File: src/design/pcbc_pkg.sv
// Package: shared types, codes and defaults for the pinned clock block cache.
`default_nettype none
package pcbc_pkg;

    parameter int ID_W         = 31;
    parameter int SLOT_W       = 6;
    parameter int CODE_W       = 4;
    parameter int SLOTS_DEF    = 64;
    parameter int REF_BITS_DEF = 16;
    parameter int PIN_BITS_DEF = 8;

    typedef enum logic [1:0] {
        OP_REQUEST = 2'd0,
        OP_RELEASE = 2'd1,
        OP_FILL    = 2'd2,
        OP_CLEAR   = 2'd3
    } t_op;

    typedef enum logic [CODE_W-1:0] {
        C_HIT_LOADED  = 4'd0,
        C_HIT_PENDING = 4'd1,
        C_FREE_SLOT   = 4'd2,
        C_EVICTED     = 4'd3,
        C_NO_VICTIM   = 4'd4,
        C_RELEASED    = 4'd5,
        C_REL_ERROR   = 4'd6,
        C_FILLED      = 4'd7,
        C_CLEARED     = 4'd8
    } t_code;

    typedef enum logic [1:0] {
        ST_FREE    = 2'd0,
        ST_PENDING = 2'd1,
        ST_LOADED  = 2'd2
    } t_status;

    typedef enum logic [2:0] {
        S_CLEAR,
        S_IDLE,
        S_SLOT,
        S_SCAN,
        S_DECIDE,
        S_SUB,
        S_WALK,
        S_EMIT
    } t_state;

    // Per-slot decode from the shared slot unit.
    typedef struct packed {
        logic occupied;
        logic is_free;
        logic pending;
        logic loaded;
        logic unpinned;
        logic tag_hit;
        logic ref_le1;
        logic ref_lt_m;
    } t_slot_flags;

endpackage
`default_nettype wire

File: src/design/pcbc_slot_unit.sv
// Shared slot unit: decodes one slot word and forms its counter updates.
`default_nettype none
module pcbc_slot_unit #(
    parameter int PIN_BITS = pcbc_pkg::PIN_BITS_DEF,
    parameter int REF_BITS = pcbc_pkg::REF_BITS_DEF
) (
    input  wire logic [1:0]              i_status,
    input  wire logic [PIN_BITS-1:0]     i_pin,
    input  wire logic [REF_BITS-1:0]     i_ref,
    input  wire logic [pcbc_pkg::ID_W-1:0] i_tag,
    input  wire logic [pcbc_pkg::ID_W-1:0] i_id,
    input  wire logic [REF_BITS-1:0]     i_k,
    input  wire logic [REF_BITS-1:0]     i_m,
    output pcbc_pkg::t_slot_flags        o_flags,
    output logic      [PIN_BITS-1:0]     o_pin_inc,
    output logic      [PIN_BITS-1:0]     o_pin_dec,
    output logic      [REF_BITS-1:0]     o_ref_inc,
    output logic      [REF_BITS-1:0]     o_ref_sub,
    output logic      [REF_BITS-1:0]     o_ref_dec
);
    logic occ;

    assign occ = (i_status != pcbc_pkg::ST_FREE);

    always_comb begin
        o_flags.occupied = occ;
        o_flags.is_free  = !occ;
        o_flags.pending  = (i_status == pcbc_pkg::ST_PENDING);
        o_flags.loaded   = (i_status == pcbc_pkg::ST_LOADED);
        o_flags.unpinned = occ && (i_pin == '0);
        o_flags.tag_hit  = occ && (i_tag == i_id);
        o_flags.ref_le1  = (i_ref <= REF_BITS'(1));
        o_flags.ref_lt_m = (i_ref < i_m);
    end

    // saturating increments on a hit
    assign o_pin_inc = (i_pin == '1) ? i_pin : i_pin + 1'b1;
    assign o_ref_inc = (i_ref == '1) ? i_ref : i_ref + 1'b1;
    assign o_pin_dec = i_pin - 1'b1;
    assign o_ref_sub = i_ref - i_k;
    assign o_ref_dec = i_ref - 1'b1;
endmodule
`default_nettype wire
File: config.mk
export PLATFORM = sky130hd
export DESIGN_NAME = pcbc_slot_unit
export DESIGN_NICKNAME = d
export VERILOG_FILES = /design/src/design/pcbc_pkg.sv /design/src/design/pcbc_slot_unit.sv
export SDC_FILE = /design/constraint.sdc
export NUM_CORES = 1
export LEC_CHECK = 0
export BUFFER_PORTS_ARGS = -buffer_cell sky130_fd_sc_hd__buf_2
export CAP_MARGIN = 20
export CORE_ASPECT_RATIO = 1.4
export CORE_MARGIN = 2
export CORE_UTILIZATION = 40
export DETAILED_ROUTE_END_ITERATION = 6
export GPL_TIMING_DRIVEN = 0
export PLACE_DENSITY = 0.76
export SLEW_MARGIN = 10
export SYNTH_ARGS = -nofsm -noshare
export SYNTH_HDL_FRONTEND = slang
export SYNTH_SLANG_ARGS = --single-unit
File: constraint.sdc
create_clock -name vclk -period 3.02
set_input_delay 0.453 -clock vclk [all_inputs]
set_output_delay 0.453 -clock vclk [all_outputs]
set_load 0.1 [all_outputs]
======== Yosys cells after proc, flatten, opt, wreduce, memory -nomap -nowiden ========
Index checks and enable logic that the tools add are counted.
cells by class
  equal/unequal tests ..................... 5
  reduce and logical (&&, ||, !) cells .... 5
  $add $sub $neg .......................... 5
  order comparisons ....................... 2
  multiplexer cells ....................... 2
operator list
  kind                     number
  $eq A31 B31 Y1           1
  $add A16 B1 Y16 const B  1
  $eq A16 B16 Y1 const B   1
  $le A16 B1 Y1 const B    1
  $lt A16 B16 Y1           1
  $mux W16                 1
  $sub A16 B1 Y16 const B  1
  $sub A16 B16 Y16         1
  $add A8 B1 Y8 const B    1
  $eq A8 B8 Y1 const B     1
  $logic_not A8 Y1         1
  $mux W8                  1
  $sub A8 B1 Y8 const B    1
  $eq A2 B1 Y1 const B     1
  $eq A2 B2 Y1 const B     1
  $logic_and A1 B1 Y1      2
  $reduce_bool A2 Y1       1
  $logic_not A1 Y1         1
word-level totals
  register bits after elaboration ......... 0
  bits of input ports ..................... 120

======== Logic depth before layout (Yosys ltp) ========
Gate-level depths: netlist of run 1.
  depth after elaboration ................. 2
  depth in mapped cells ................... 9

======== Worst setup path before layout of run 1 ========
OpenSTA, ideal clock, no wires.
  path type ............................... input-to-output
  start ................................... input i_ref[0]
  end ..................................... output o_ref_sub[12]
  arrival ................................. 4.789 ns
  path slack .............................. -2.222 ns
  buffers on the path ..................... 0
  required time ........................... 2.567 ns
  stages .................................. 8
  cells stage by stage .................... inv_1 ha_1 fa_1 nor2b_1 o31ai_1 a21boi_0 a2111oi_0 a311oi_1
on the way
  cells in the longest elaborated chain, start to end .. 1
RTL lines
  item              RTL line              RTL
  from (decl)       pcbc_slot_unit.sv:9   input wire logic [REF_BITS-1:0] i_ref,
  $sub A16 B16 Y16  pcbc_slot_unit.sv:40  assign o_ref_sub = i_ref - i_k;
  to (decl)         pcbc_slot_unit.sv:18  output logic [REF_BITS-1:0] o_ref_sub,
No other way between the ends.

======== Worst setup path after layout of run 1 ========
  start ................................... input i_ref[7]
  end ..................................... output o_ref_dec[15]
on the way
  cells in the longest elaborated chain, start to end .. 1
RTL lines
  item             RTL line              RTL
  $sub A16 B1 Y16  pcbc_slot_unit.sv:41  assign o_ref_dec = i_ref - 1'b1;
  to (decl)        pcbc_slot_unit.sv:19  output logic [REF_BITS-1:0] o_ref_dec
No other way between the ends.

==> results of run 1 <==
[report_power, final]
| group | switching (W) | total [W] | internal [W] |
|---|---|---|---|
| sequential | 0 | 0 | 0 |
| combinational | 0.00106 | 0.00148 | 0.000422 |
| clock | 0 | 0 | 0 |
[worst paths after layout]
kind / start / to / slack, ps / cells after the start
setup / recovery: i_ref[7] / o_ref_dec[15] / 30 / 7
hold / removal: i_status[1] / o_flags[5] / 1320 / 3
[layout make-up]
cell class | count | area [sq um] | area share
buffer | 12 | 55.1 | 0.0117
inverter | 44 | 176 | 0.0376
multi-input combinational | 311 | 3130 | 0.666
tap | 72 | 90.1 | 0.0192
timing repair buffer | 207 | 1240 | 0.265
[per-layer routing]
metal	track usage	part of all wire	up-vias
met4	0.0160	0.013	0
met1	0.259	0.35	1612
met5	0	0	-
met3	0.0112	0.076	12
met2	0.497	0.56	180
li1	-	-	1705
[metrics by stage]
| step | cell area, sq um | hold WS (ps) | std cells |
|---|---|---|---|
| final | 4690 | 1320 | 646 |
| after global routing | 4690 | 1340 | 646 |
| after CTS | 4560 | 1320 | 641 |
| after detailed placement | 4320 | 1320 | 635 |
| after global placement | 4320 | 1320 | 635 |
| after floorplan | 3280 | 1020 | 373 |
[cell families after synthesis]
| group | count (synthesis) | synth area share |
|---|---|---|
| mux | 6 | 0.0249 |
| compound gates | 66 | 0.166 |
| simple gates | 127 | 0.273 |
| fa+ha+maj | 37 | 0.184 |
| xor+xnor | 75 | 0.256 |
| buf+inv | 62 | 0.0961 |
[critical path, delay by kind of cell]
kind | cells | cell delay (ps)
simple gates | 4 | 1580
buf+inv | 2 | 300
xor+xnor | 1 | 200
[what timing repair did]
action                     4_1_cts  5_1_grt
setup buffers                    9        8
pin swaps                        1        1
gates resized for setup         52       28
setup endpoints to repair       27       24
[cell usage in the layout (no fill, tap or decap), types with 4 or more instances in the layout]
cell,count
and3_1,8
ha_4,4
buf_8,4
a21oi_1,15
clkbuf_4,8
xor2_4,9
buf_2,162
nand4_1,16
xnor2_2,13
a21o_1,9
o21ai_2,4
nand2b_1,5
o21ai_0,7
a21oi_2,5
nor2_1,17
buf_4,29
clkbuf_1,6
xnor2_1,4
xnor2_4,9
ha_1,30
nand2_1,25
inv_1,41
nor4_1,11
xor2_1,37
nand3_1,10
nor3_1,5
buf_12,4
==> qor.json, run 1 <==
{
  "globalplace.congestion": 0.885,
  "timing.max_slew.rel_slack": 0.621,
  "final.period_utilization": 0.990,
  "die_w_microns": 71.7,
  "syn-mean-instance-area_sq_um": 6.87,
  "ant_nets": 0,
  "synth_top_area_share": 0.176,
  "die-area_sq_um": 7070,
  "floorplan.initialDensity": 0.413,
  "yosys.area.top_type": "ha_1",
  "leakage_nw": 2.40,
  "grt-ovfl-total": 0,
  "final_util": 0.756,
  "maxClockFrequency_mhz": 334,
  "timing.critical_path.arrival_ps": 2540,
  "finalCriticalPeriod_ps": 2990,
  "postRouteWirelength_microns": 9270,
  "timing.final.max_slew_violations": 0,
  "worst_path_max_delay_cell": "or4_4",
  "critical_path.max_stage_delay_ps": 550,
  "drcViolationCount": 0,
  "seqCellArea_sq_um": 0,
  "post_synth_inst_count": 373,
  "initialDrtViolationCount": 98,
  "cp_data_required_time_ps": 2570,
  "clockBufferCount": 0,
  "pin_count_of_the_biggest_net_entering_global_routing": 11,
  "route.vias.total": 3509,
  "number_of_nets_produced_by_synthesis": 530,
  "coreArea_sq_um": 6210,
  "sequential_to_total_area_share_from_yosys_stat": 0,
  "areaGrowthSynthToFinish_pct": 83.1,
  "cp_cell_sequence": "buf_12 > or4_4 > or3_4 > or3_4 > nor4_4 > xor2_4 > buf_12",
  "timing.critical_path.fanout_max": 4,
  "yosys-top-cells-area": "ha_1 (18%), xor2_1 (17%), xnor2_1 (8.9%)",
  "final_hold_viol_count": 0,
  "fillCellCount": 459,
  "post_synth_instance_area_sq_um": 2560,
  "grt_antenna_before_repair": 0,
  "routed_length_per_instance_microns": 14.4,
  "ir_drop_mv": 0.542,
  "worstHoldPathType": "in2out",
  "distinct_cells_synth": 50,
  "criticalPathCategory": "in2out",
  "grt_setup_unrepaired": "yes",
  "pin_count": 192,
  "drt_pass1_iterations": 4,
  "nFlopsAndLatches": 0,
  "fin_ws_ps": 29.5,
  "port_buffers": 190,
  "power_density_nw_per_um2": 316,
  "critical_path.endpoint_type": "primary output",
  "status": "finished, final reports clean",
  "synth_commonest_cells": "xor2_1 (49), inv_1 (44), ha_1 (36)",
  "setup_tns_ps": 0,
  "start_kind": "input port",
  "power.total_w": 0.00148,
  "drive_gt1_frac": 0.530,
  "global_route.usage.total": 0.236,
  "place_hpwl_microns": 7700,
  "row_count": 34,
  "yosys_warnings": 0,
  "finalNetCount": 733,
  "die_height_microns": 98.7,
  "worst_slew_pin_slew_ps": 569,
  "post_cts_hold_buffer_count": 0,
  "first_global_vias": 3284,
  "antenna_cells": 0,
  "via_density": 5.43,
  "pre_cts_ws_ps": -557,
  "wire_length_of_the_first_global_routing_pass_microns": 14000,
  "synthMostInstantiatedCell": "xor2_1",
  "report.final.setup_viol": 0,
  "max_cap_viol_count": 0
}
(Power assumes the default switching activity.)
==> run 2: changes to the inputs <==
==> constraint.sdc (replaced) <==
create_clock -name vclk -period 3.02
set_input_delay 0.453 -clock vclk [all_inputs]
set_output_delay 0.453 -clock vclk [all_outputs]
set_load 0.05 [all_outputs]
==> run 2 against run 1 <==
Setup slack better by 36 ps. Flip-flop and latch count stayed put. Design area is 18% lower. First-iteration DRC count is 23% higher. Critical path type unchanged. Worst hold slack worse by 67 ps. Cell count is 1.7% lower. Sequential share of layout area stayed put. Highest routed layer unchanged. Die area stayed put.
==> qor.json, run 2 (synthesis results as in run 1) <==
{
  "drive_gt1_frac": 0.419,
  "timing.final.max_slew_violations": 0,
  "drt_pass1_iterations": 4,
  "timing.critical_path.arrival_ps": 2500,
  "cp_data_required_time_ps": 2570,
  "pre_cts_ws_ps": -266,
  "port_buffers": 190,
  "clockPowerShare": 0,
  "worst_slew_pin_slew_ps": 555,
  "power_density_nw_per_um2": 251,
  "int_pwr_w": 0.000315,
  "placement.cell_area_sq_um": 3720,
  "finalNetCount": 722,
  "sequentialPowerShare": 0,
  "final.period_utilization": 0.978,
  "ant_nets": 0,
  "timing.max_slew.rel_slack": 0.629,
  "final_hold_viol_count": 0,
  "worstHoldPathType": "in2out",
  "antenna_cells": 0,
  "final_cell_mix": "buf_2 (185), xor2_1 (45), inv_1 (44)",
  "timing.hold.ws_ps": 1250,
  "postRouteWirelength_microns": 9600,
  "critical_path.endpoint_type": "primary output",
  "seqCellArea_sq_um": 0,
  "globalplace.congestion": 0.910,
  "pin_count": 192,
  "global_route.usage.total": 0.253,
  "fillCellCount": 577,
  "row_count": 34,
  "die-area_sq_um": 7070,
  "post_cts_hold_buffer_count": 0,
  "grt_antenna_before_repair": 0,
  "timing.critical_path.fanout_max": 7,
  "routed_length_per_instance_microns": 15.1,
  "switching_share": 0.674,
  "clockBufferCount": 0,
  "power_frac_comb": 1.000,
  "route.vias.total": 3396,
  "nFlopsAndLatches": 0,
  "ir_drop_mv": 0.204,
  "maxClockFrequency_mhz": 338,
  "final_common_cell": "buf_2",
  "start_kind": "input port",
  "areaGrowthSynthToFinish_pct": 50.1,
  "pin_count_of_the_biggest_net_entering_global_routing": 11,
  "post-route-cell-area_sq_um": 3850,
  "max_cap_viol_count": 0,
  "wire_length_of_the_first_global_routing_pass_microns": 14600,
  "fin_ws_ps": 65.4,
  "coreArea_sq_um": 6210,
  "die_height_microns": 98.7,
  "via_density": 5.35,
  "drcViolationCount": 0,
  "initialDrtViolationCount": 121,
  "leakage_nw": 2.10,
  "criticalPathCategory": "in2out",
  "grt_setup_unrepaired": "no",
  "finalCriticalPeriod_ps": 2950,
  "status": "finished, final reports clean",
  "power_switching_w": 0.000651,
  "report.final.setup_viol": 0,
  "floorplan.initialDensity": 0.413,
  "first_global_vias": 3299,
  "grt-ovfl-total": 0,
  "place_hpwl_microns": 8460,
  "final_util": 0.620,
  "die_w_microns": 71.7
}
run 2: cell types whose count changed in the layout (fill, tap and decap cells not counted), moves of 7 or more:
cell	delta
buf_2	+23
buf_4	-23
xor2_4	-9
xor2_1	+8
xnor2_2	-11
xnor2_4	-7
xnor2_1	+18
clkbuf_4	-7
run 2: area by class of cell:
class	count	area (sq um)	share of cell area
well taps	72	90.1	0.0234
plain buffers	15	71.3	0.0185
repair buffers	193	1010	0.263
inverters	44	165	0.0429
multi-input cells	311	2510	0.652
run 2: critical path, cell delays in order:
cell,delay (ps)
buf_2,180
or4_4,570
or3_4,350
or3_4,400
nor4_4,190
xor2_2,180
buf_6,180
run 2: path summary, 6_finish.rpt:
check | slack [ps] | startpoint | to | depth (start not counted)
hold / removal | 1250 | i_status[0] | o_flags[4] | 3
setup / recovery | 70 | i_ref[7] | o_ref_dec[15] | 7
run 2: metrics by stage:
| stage | power, W | cells | setup TNS [ps] |
|---|---|---|---|
| 6_report | 0.000966 | 635 | 0 |
| 4_1_cts | 0.000945 | 636 | -12.0 |
| 5_1_grt | 0.00103 | 635 | 0 |
| 3_3_place_gp | 0.000914 | 635 | -972 |
| 2_1_floorplan | 0.000655 | 373 | -290 |
| 3_5_place_dp | 0.000923 | 635 | -1100 |
run 2: routing by layer:
metal	global-route usage	vias up	part of all wire
li1	-	1686	-
met1	0.293	1504	0.36
met2	0.493	191	0.51
met5	0	-	0
met3	0.0133	15	0.11
met4	0.0624	0	0.026
run 2: power by group through the flow:
stage / registers, W / logic (W) / clock network, W
floorplan: 0 / 0.000655 / 0
global placement: 0 / 0.000914 / 0
detailed placement: 0 / 0.000923 / 0
CTS: 0 / 0.000945 / 0
global route: 0 / 0.00103 / 0
finish: 0 / 0.000966 / 0
run 2: what timing repair did:
item | CTS | global route
setup endpoints to repair | 7 | 18
pin swaps | 1 | 2
resized for setup | 14 | 22
setup buffers | 1 | 2
