[src/design/pcbc_ram.sv]
// Generic single-write, single-read RAM with registered read data.
`default_nettype none
module pcbc_ram #(
    parameter int W = 8,
    parameter int D = 64
) (
    input  wire logic                 i_clk,
    input  wire logic                 i_we,
    input  wire logic [$clog2(D)-1:0] i_waddr,
    input  wire logic [W-1:0]         i_wdata,
    input  wire logic [$clog2(D)-1:0] i_raddr,
    output logic      [W-1:0]         o_rdata
);
    logic [W-1:0] r_mem [D];

    always_ff @(posedge i_clk) begin
        if (i_we) begin
            r_mem[i_waddr] <= i_wdata;
        end
        o_rdata <= r_mem[i_raddr];
    end
endmodule
`default_nettype wire

[config.mk]
export PLATFORM = sky130hd
export DESIGN_NAME = pcbc_ram
export DESIGN_NICKNAME = d
export VERILOG_FILES = /design/src/design/pcbc_ram.sv
export SDC_FILE = /design/constraint.sdc
export NUM_CORES = 1
export LEC_CHECK = 0
export BUFFER_PORTS_ARGS = -buffer_cell sky130_fd_sc_hd__buf_2
export CAP_MARGIN = 20
export CORE_MARGIN = 1
export CORE_UTILIZATION = 65
export CTS_CLUSTER_DIAMETER = 60
export DETAILED_ROUTE_END_ITERATION = 7
export GPL_ROUTABILITY_DRIVEN = 0
export PLACE_DENSITY = 0.91
export SYNTH_ARGS = -nofsm -noshare
export SYNTH_HDL_FRONTEND = slang
export SYNTH_SLANG_ARGS = --single-unit
[constraint.sdc]
create_clock -name i_clk -period 2.9 [get_ports i_clk]
set_input_delay 0.145 -clock i_clk [delete_from_list [all_inputs] [get_ports i_clk]]
set_output_delay 0.145 -clock i_clk [all_outputs]
set_load 0.005 [all_outputs]
======== After elaboration in Yosys (flattened, before gate mapping) ========
Memories as Yosys holds them, arrays and structs flattened. A register that Yosys moved wholly into a read port is not among the register bits.
Cells that the tools add are included.
cells by class
  add/subtract/negate cells ............... 0
  $mul .................................... 0
  divide/modulo/power cells ............... 0
  order comparisons ....................... 0
  eq/ne operators ......................... 0
  shift operators ......................... 0
  multiplexer cells ....................... 2
  bitwise gates (word level) .............. 0
  reductions and logical operators ........ 0
operator list
  cell     count
  $mux W1  2
word-level totals
  bits in registers ....................... 0
  latch bits .............................. 0
  memory bits (writable) .................. 512
  bits in read-only memories .............. 0
  bits of input ports ..................... 22
  output and inout bits ................... 8
  word-level logic and storage cells ...... 3
  memories kept ........................... 1
memories
  memory  depth  width  read ports  clocked after Yosys merged registers in  wr ports  RTL line  RTL
  r_mem   64     8      1           1                                        1         14        logic [W-1:0] r_mem [D];

======== Logic depth before layout (Yosys ltp) ========
Gate-level depths: netlist of the first run.
  depth in word-level cells ............... 2
  mapped depth ............................ 9
  mapped depth without buffers ............ 5

======== Worst setup path before layout of the first run ========
Ideal clock, no wire load.
  kind .................................... input port to flip-flop
  start point ............................. input i_raddr[1]
  end point ............................... register o_rdata[3], read port of r_mem
  setup time .............................. 0.128 ns
  data arrival time ....................... 1.685 ns
  required time ........................... 2.772 ns
  path slack .............................. 1.087 ns
  cell stages on the path ................. 7
  path buffers ............................ 3
  cells stage by stage .................... buf_4 -> buf_2 -> buf_2 -> mux4_2 -> mux4_2 -> o21ai_1 -> o41ai_1
RTL lines
  element          RTL line  RTL
  start, declared  11        input wire logic [$clog2(D)-1:0] i_raddr,
  end, declared    12        output logic [W-1:0] o_rdata

==> results of run 1 <==
## cell families (layout without fill, tap and decap cells)
family,after synthesis,after routing,share of synthesized area (%)
buffers and inverters,51,213,1.57
DFF,520,520,77.0
other,0,4,0
muxes,162,162,15.9
AOI/OAI and AO/OA,54,54,2.07
and+or+nand+nor,153,153,3.39
## placed cells by master, fill, tap and decap left out, types with 13 or more instances in the layout
master                      instances
sky130_fd_sc_hd__nor2_1            83
sky130_fd_sc_hd__clkbuf_1          15
sky130_fd_sc_hd__mux2i_1           23
sky130_fd_sc_hd__buf_2             26
sky130_fd_sc_hd__clkbuf_16         53
sky130_fd_sc_hd__buf_4             78
sky130_fd_sc_hd__mux4_2           126
sky130_fd_sc_hd__nand2_1           19
sky130_fd_sc_hd__nor2b_1           14
sky130_fd_sc_hd__nand3_1           13
sky130_fd_sc_hd__edfxtp_1         512
sky130_fd_sc_hd__mux2_2            13
## stage by stage
stage | area (sq um) | instances | setup WS [ps] | util [%] | hold slack (ps)
2_1_floorplan | 20200 | 940 | 1090 | - | 244
3_3_place_gp | 21200 | 1394 | 473 | 69.2 | 579
3_5_place_dp | 21200 | 1394 | 402 | 69.2 | 576
4_1_cts | 22800 | 1486 | 822 | 74.4 | 35.4
5_1_grt | 23000 | 1499 | 713 | 75.1 | 4.35
6_report | 23000 | 1502 | 736 | 75.1 | 10.4
## cell type report
class,count,area (sq um)
antenna,4,10.0
tap,396,495
fill,1489,7620
sequential,520,15500
timing repair buffer,121,1010
clock buffer,70,1410
clock inverter,22,198
multi-input combinational,369,4320
## where the power goes
part | leakage (uW) | total (uW) | switching [uW] | internal (uW)
combinational | 0.00192 | 820 | 493 | 327
sequential | 0.00467 | 8350 | 31.9 | 8320
clock | 0.000780 | 6450 | 2710 | 3730
## final timing paths
path                start     endpoint
max          r_mem[14][1]   o_rdata[1]
min            i_wdata[5]  r_mem[7][5]
max reg2reg  r_mem[14][1]   o_rdata[1]
min reg2reg  r_mem[31][6]   o_rdata[6]
## worst reg2reg max path: stages, from the launching register on
cell	delay, ps
sky130_fd_sc_hd__edfxtp_1	380
sky130_fd_sc_hd__mux4_2	530
sky130_fd_sc_hd__mux4_2	540
sky130_fd_sc_hd__nor2_1	290
sky130_fd_sc_hd__nor3_1	140
sky130_fd_sc_hd__o2bb2ai_1	170
## per-layer routing
layer  vias to the layer above  wire [um]  global-route usage [%]
met4                         0       2150                    12.1
met3                       173       5720                    6.29
met5                         -          0                       0
met1                      5460      16900                    43.4
met2                       958      23300                    49.5
li1                       4177          -                       -
## flip-flops by register name, summed over array words and instances, names as in the netlist
signal and flops:
r_mem 512, o_rdata 8
==> impl_metrics.sql, run 1 <==
INSERT INTO impl_metrics (metric_group, metric, value, unit) VALUES
('status', 'run_status', 'finished clean', ''),
('floorplan', 'placementRows', '64', ''),
('worst_setup_path', 'endpoint_class_of_the_critical_path', 'flop', ''),
('sta', 'maxSlewHeadroom', '37.3', '%'),
('sta', 'skew', '19.9', 'ps'),
('clocking', 'post_cts_hold_buffer_count', '0', ''),
('grt', 'wire_length_of_the_first_global_routing_pass', '69600', 'um'),
('clocking', 'clock_path_buffers', '3', ''),
('clocking', 'cts_setup_buffers', '0', ''),
('worst_setup_path', 'worstPathArrival', '2610', 'ps'),
('worst_setup_path', 'crit_slowest_cell', 'sky130_fd_sc_hd__mux4_2', ''),
('yosys', 'syn-cell-area', '20200', 'sq um'),
('drt', 'drt_drc_violations_left', '0', ''),
('yosys', 'synth-warning-count', '0', ''),
('yosys', 'top_cell_types_by_occurrence_after_synthesis', 'sky130_fd_sc_hd__edfxtp_1 (512), sky130_fd_sc_hd__mux4_2 (126), sky130_fd_sc_hd__nor2_1 (83), sky130_fd_sc_hd__mux2i_1 (23), sky130_fd_sc_hd__nand2_1 (19)', ''),
('clocking', 'clock_sink_count', '520', ''),
('grt', 'pin_count_of_the_biggest_net_entering_global_routing', '65', ''),
('clocking', 'clock_tree_from_tritoncts', 'done', ''),
('yosys', 'syn_inst', '940', ''),
('worst_setup_path', 'timing.critical_path.from_type', 'flop', ''),
('sta', 'period_share', '74.6', '%'),
('worst_setup_path', 'ff2ff_path_depth', '5', ''),
('sta', 'fin_tns_setup', '0', 'ps'),
('yosys', 'ys_seq_area_share', '77.0', '%'),
('worst_setup_path', 'worst-setup-path-type', 'reg2reg', ''),
('yosys', 'yosys_most_used_dff', 'sky130_fd_sc_hd__edfxtp_1', ''),
('worst_setup_path', 'critical_path_buf_inv_count', '0', ''),
('worst_setup_path', 'cp_slowest_stage_delay', '530', 'ps'),
('floorplan', 'core-area', '30600', 'sq um'),
('sta', 'timing_hold_violations_final', '0', ''),
('yosys', 'yosys-top-cells-area', 'sky130_fd_sc_hd__edfxtp_1 (76%), sky130_fd_sc_hd__mux4_2 (14%), sky130_fd_sc_hd__nor2_1 (1.5%)', ''),
('final_layout', 'drive_above_1_share', '29.3', '%'),
('floorplan', 'io_pins', '30', ''),
('floorplan', 'dieArea', '31700', 'sq um'),
('power_and_ir_drop', 'peakVddDrop', '0.591', 'mV'),
('place', 'hpwl_reported_at_the_end_of_detailed_placement', '27300', 'um'),
('yosys', 'synth_top_area_share', '76.2', '%'),
('yosys', 'yosys.area.top_type', 'sky130_fd_sc_hd__edfxtp_1', ''),
('worst_setup_path', 'cpMostUsedCell', 'sky130_fd_sc_hd__mux4_2', ''),
('grt', 'gr-usage-all-layers', '31.2', '%'),
('drt', 'drtPass1Iterations', '5', ''),
('clocking', 'clk_pin_slew', '60', 'ps'),
('power_and_ir_drop', 'total_power', '15600', 'uW'),
('grt', 'antenna_violations_before_repair', '4', ''),
('power_and_ir_drop', 'power.static_leakage', '0.00738', 'uW'),
('floorplan', 'x_dimension_of_the_die', '178', 'um'),
('sta', 'timing.final.setup_violations', '0', ''),
('worst_setup_path', 'timing.critical_path.depth', '5', ''),
('worst_setup_path', 'crit_required', '3340', 'ps'),
('yosys', 'synth-edff-count', '512', ''),
('drt', 'wl_per_cell', '32.0', 'um'),
('flow_run', 'drv_cap', '0', ''),
('floorplan', 'dieHeight', '178', 'um'),
('yosys', 'postSynth.asyncResetShare', '0', '%'),
('sta', 'worst_pin_slew', '938', 'ps'),
('clocking', 'ctsHtreeMaxLevel', '2', ''),
('clocking', 'clock_insertion_delay_at_the_later_pin_of_the_skew_report', '560', 'ps'),
('final_layout', 'syn2layout_area_growth', '13.9', '%'),
('worst_hold_path', 'hold_depth', '1', ''),
('clocking', 'post_cts.resized_instances', '0', ''),
('sta', 'setup_repair_after_global_routing_missed_its_margin', 'false', ''),
('worst_hold_path', 'hp-class', 'in2reg', ''),
('grt', 'globalRoute.totalOverflow', '0', ''),
('drt', 'route.antenna.remaining_nets', '0', ''),
('yosys', 'most_instantiated_library_cell_after_synthesis', 'sky130_fd_sc_hd__edfxtp_1', ''),
('final_layout', 'number_of_nets_at_the_end_of_the_flow', '1084', ''),
('power_and_ir_drop', 'powerDensity', '680', 'nW/um^2'),
('worst_setup_path', 'r2r_slack', '740', 'ps'),
('sta', 'timing.final.crit_period', '2160', 'ps'),
('worst_setup_path', 'crit_chain', 'mux4_2 -> mux4_2 -> nor2_1 -> nor3_1 -> o2bb2ai_1', ''),
('drt', 'routed-via-count', '10768', '');
Power figures use the tool's default switching activity.
==> run 2, diff against run 1 <==
--- a/config.mk
+++ b/config.mk
@@ -8,11 +8,11 @@
 export BUFFER_PORTS_ARGS = -buffer_cell sky130_fd_sc_hd__buf_2
 export CAP_MARGIN = 20
 export CORE_MARGIN = 1
-export CORE_UTILIZATION = 65
+export CORE_UTILIZATION = 62
 export CTS_CLUSTER_DIAMETER = 60
 export DETAILED_ROUTE_END_ITERATION = 7
 export GPL_ROUTABILITY_DRIVEN = 0
-export PLACE_DENSITY = 0.91
+export PLACE_DENSITY = 0.88
 export SYNTH_ARGS = -nofsm -noshare
 export SYNTH_HDL_FRONTEND = slang
 export SYNTH_SLANG_ARGS = --single-unit
==> constraint.sdc (replaced) <==
create_clock -name i_clk -period 2 [get_ports i_clk]
set_input_delay 0.1 -clock i_clk [delete_from_list [all_inputs] [get_ports i_clk]]
set_output_delay 0.1 -clock i_clk [all_outputs]
set_load 0.005 [all_outputs]
==> run 2 against run 1 <==
Effect of this change:
- non-clock buffer count grew 54
- sequential share of layout area shrank 1.4 points
- worst hold slack improved by 2.2 ps
- cell count rose by 5.7%
- first-iteration DRC count increased by 19%
- clock skew down 0.58 ps
- sequential cell count unchanged
- core utilization decreased by 1.3 points
- design area increased by 2.1%
==> impl_metrics.sql, run 2 (synthesized netlist as in run 1, its figures left out) <==
INSERT INTO impl_metrics (metric_group, metric, value, unit) VALUES
('status', 'run_status', 'finished clean', ''),
('final_layout', 'syn2layout_area_growth', '16.3', '%'),
('place', 'hpwl_reported_at_the_end_of_detailed_placement', '29200', 'um'),
('final_layout', 'largest_registers', 'r_mem: 512 flops, o_rdata: 8 flops', ''),
('drt', 'detail_route.iter0.violations', '1962', ''),
('sta', 'setup_repair_after_global_routing_missed_its_margin', 'false', ''),
('worst_setup_path', 'timing.rr.start', 'r_mem[29][6]', ''),
('drt', 'detail_route.vias_per_cell', '6.96', ''),
('worst_setup_path', 'crit_start', 'r_mem[29][6]', ''),
('final_layout', 'antenna_cells_inserted', '0', ''),
('clocking', 'clock_tree_from_tritoncts', 'done', ''),
('flow_run', 'drv_cap', '0', ''),
('worst_setup_path', 'timing.critical_path.from_type', 'flop', ''),
('worst_setup_path', 'worst-setup-path-type', 'reg2reg', ''),
('sta', 'timing.final.setup_violations', '0', ''),
('final_layout', 'largest_reg_flops', '512', ''),
('drt', 'wl_per_cell', '32.1', 'um'),
('sta', 'skew', '19.3', 'ps'),
('grt', 'antenna_violations_before_repair', '2', ''),
('worst_setup_path', 'crit_chain', 'mux4_2 -> mux2_2 -> o221a_2 -> nor3_4 -> o32ai_1', ''),
('sta', 'maxSlewHeadroom', '50.2', '%'),
('clocking', 'cts_root_buffer', 'sky130_fd_sc_hd__clkbuf_16', ''),
('power_and_ir_drop', 'powerDensity', '979', 'nW/um^2'),
('place', 'place_area', '21800', 'sq um'),
('floorplan', 'io_pins', '30', ''),
('power_and_ir_drop', 'peakVddDrop', '0.768', 'mV'),
('drt', 'drtPass1Iterations', '5', ''),
('clocking', 'clock_insertion_delay_at_the_later_pin_of_the_skew_report', '560', 'ps'),
('grt', 'pin_count_of_the_biggest_net_entering_global_routing', '65', ''),
('drt', 'drt_drc_violations_left', '0', ''),
('floorplan', 'starting_utilization_of_the_core_area', '63.4', '%'),
('clocking', 'clock_path_buffers', '3', ''),
('floorplan', 'placementRows', '65', ''),
('drt', 'routed-via-count', '11038', ''),
('grt', 'globalRoute.totalOverflow', '0', ''),
('floorplan', 'core-area', '31800', 'sq um'),
('worst_hold_path', 'hold_path_startpoint', 'i_wdata[5]', ''),
('worst_setup_path', 'crit_slowest_cell', 'sky130_fd_sc_hd__mux4_2', ''),
('place', 'placement.io_buffers', '29', ''),
('worst_setup_path', 'timing.critical_path.max_delay_family', 'multiplexers', ''),
('grt', 'grt_pass1_vias', '11016', ''),
('final_layout', 'layout.cells.most_common', 'sky130_fd_sc_hd__edfxtp_1', ''),
('sta', 'timing.fmax', '0.505', 'GHz'),
('clocking', 'cts_made_buffers', '48', ''),
('floorplan', 'x_dimension_of_the_die', '182', 'um'),
('sta', 'timing_hold_violations_final', '0', ''),
('grt', 'gr-usage-all-layers', '31.5', '%'),
('worst_hold_path', 'hp-class', 'in2reg', ''),
('worst_setup_path', 'endpoint_class_of_the_critical_path', 'flop', ''),
('final_layout', 'most-common-layout-cells', 'sky130_fd_sc_hd__edfxtp_1 (512), sky130_fd_sc_hd__buf_4 (136), sky130_fd_sc_hd__mux4_2 (126)', ''),
('final_layout', 'final_cell_area', '23500', 'sq um'),
('sta', 'drv_slew', '0', ''),
('drt', 'route.final.wire_length', '51000', 'um'),
('worst_setup_path', 'crit_required', '2420', 'ps'),
('power_and_ir_drop', 'power.static_leakage', '0.00768', 'uW'),
('worst_setup_path', 'timing.critical_path.fanout_max', '1', ''),
('clocking', 'ctsHtreeMaxLevel', '2', ''),
('worst_setup_path', 'critical_path_buf_inv_count', '0', ''),
('grt', 'wire_length_of_the_first_global_routing_pass', '73700', 'um'),
('drt', 'route.antenna.remaining_nets', '0', ''),
('sta', 'timing.final.crit_period', '1980', 'ps'),
('power_and_ir_drop', 'total_power', '23000', 'uW'),
('worst_setup_path', 'cp_slowest_stage_delay', '490', 'ps'),
('final_layout', 'drive_above_1_share', '33.7', '%'),
('floorplan', 'dieHeight', '182', 'um'),
('worst_setup_path', 'worstPathArrival', '2400', 'ps'),
('floorplan', 'dieArea', '33300', 'sq um'),
('final_layout', 'num-fill-cells', '1594', ''),
('final_layout', 'number_of_nets_at_the_end_of_the_flow', '1136', ''),
('sta', 'period_share', '98.9', '%'),
('clocking', 'clk_pin_slew', '70', 'ps'),
('sta', 'worst_pin_slew', '746', 'ps'),
('clocking', 'clock_sink_count', '520', ''),
('final_layout', 'largest-register', 'r_mem', ''),
('sta', 'hold-worst-slack', '12.6', 'ps');
-- run 2: cell types whose count changed in the layout (fill, tap and decap cells not counted), moves of 2 or more --
cell	delta
sky130_fd_sc_hd__nor3_4	+2
sky130_fd_sc_hd__clkinv_1	-3
sky130_fd_sc_hd__dlygate4sd3_1	-3
sky130_fd_sc_hd__inv_6	+2
sky130_fd_sc_hd__clkinv_2	+3
sky130_fd_sc_hd__clkbuf_1	-5
sky130_fd_sc_hd__diode_2	-4
sky130_fd_sc_hd__clkbuf_16	-4
sky130_fd_sc_hd__clkbuf_8	-2
sky130_fd_sc_hd__buf_4	+58
sky130_fd_sc_hd__bufinv_16	+5
sky130_fd_sc_hd__nor3_1	-2
-- run 2: repair_timing --
action,in CTS,in global routing
gates resized for setup,3,3
setup endpoints to repair,3,3
hold buffers,1,0
endpoints found under the hold margin,4,0
gates cloned,0,0
pin swaps,0,1
setup buffers,0,0
-- run 2: layout make-up --
| type | count | area [sq um] | area share [%] |
|---|---|---|---|
| sequential | 520 | 15500 | 66.2 |
| timing repair buffer | 175 | 1400 | 5.95 |
| multi-input combinational | 369 | 4350 | 18.5 |
| clock inverter | 29 | 370 | 1.58 |
| clock buffer | 59 | 1260 | 5.39 |
| tap | 435 | 544 | 2.32 |
-- run 2: power by group --
part	switching, uW	internal [uW]
logic	768	512
clock network	3910	5660
registers	51.4	12100
-- run 2: metal layers --
layer  part of all wire, %  wire (um)  GRT usage, %
met5                 0.057         29             0
met4                   4.8       2450          12.8
met3                    11       5820          6.37
met2                    48      24600          50.5
met1                    35      18100          43.1
-- run 2: per-stage QoR --
step	TNS (ps)	utilization [%]	worst slack, ps	cells
2_1_floorplan	0	-	232	940
3_3_place_gp	-431	68.5	-150	1498
4_1_cts	0	73.7	37.4	1587
3_5_place_dp	-628	68.5	-192	1498
5_1_grt	0	73.8	12.4	1587
6_report	0	73.8	21.5	1587
-- run 2: path summary, 6_finish.rpt --
check                               endpoint  slack, ps  cells past startpoint
worst max register to register    o_rdata[6]         20                      5
worst min-delay path            r_mem[54][5]         10                      1
worst min register to register    o_rdata[0]        880                      4
worst max-delay path              o_rdata[6]         20                      5
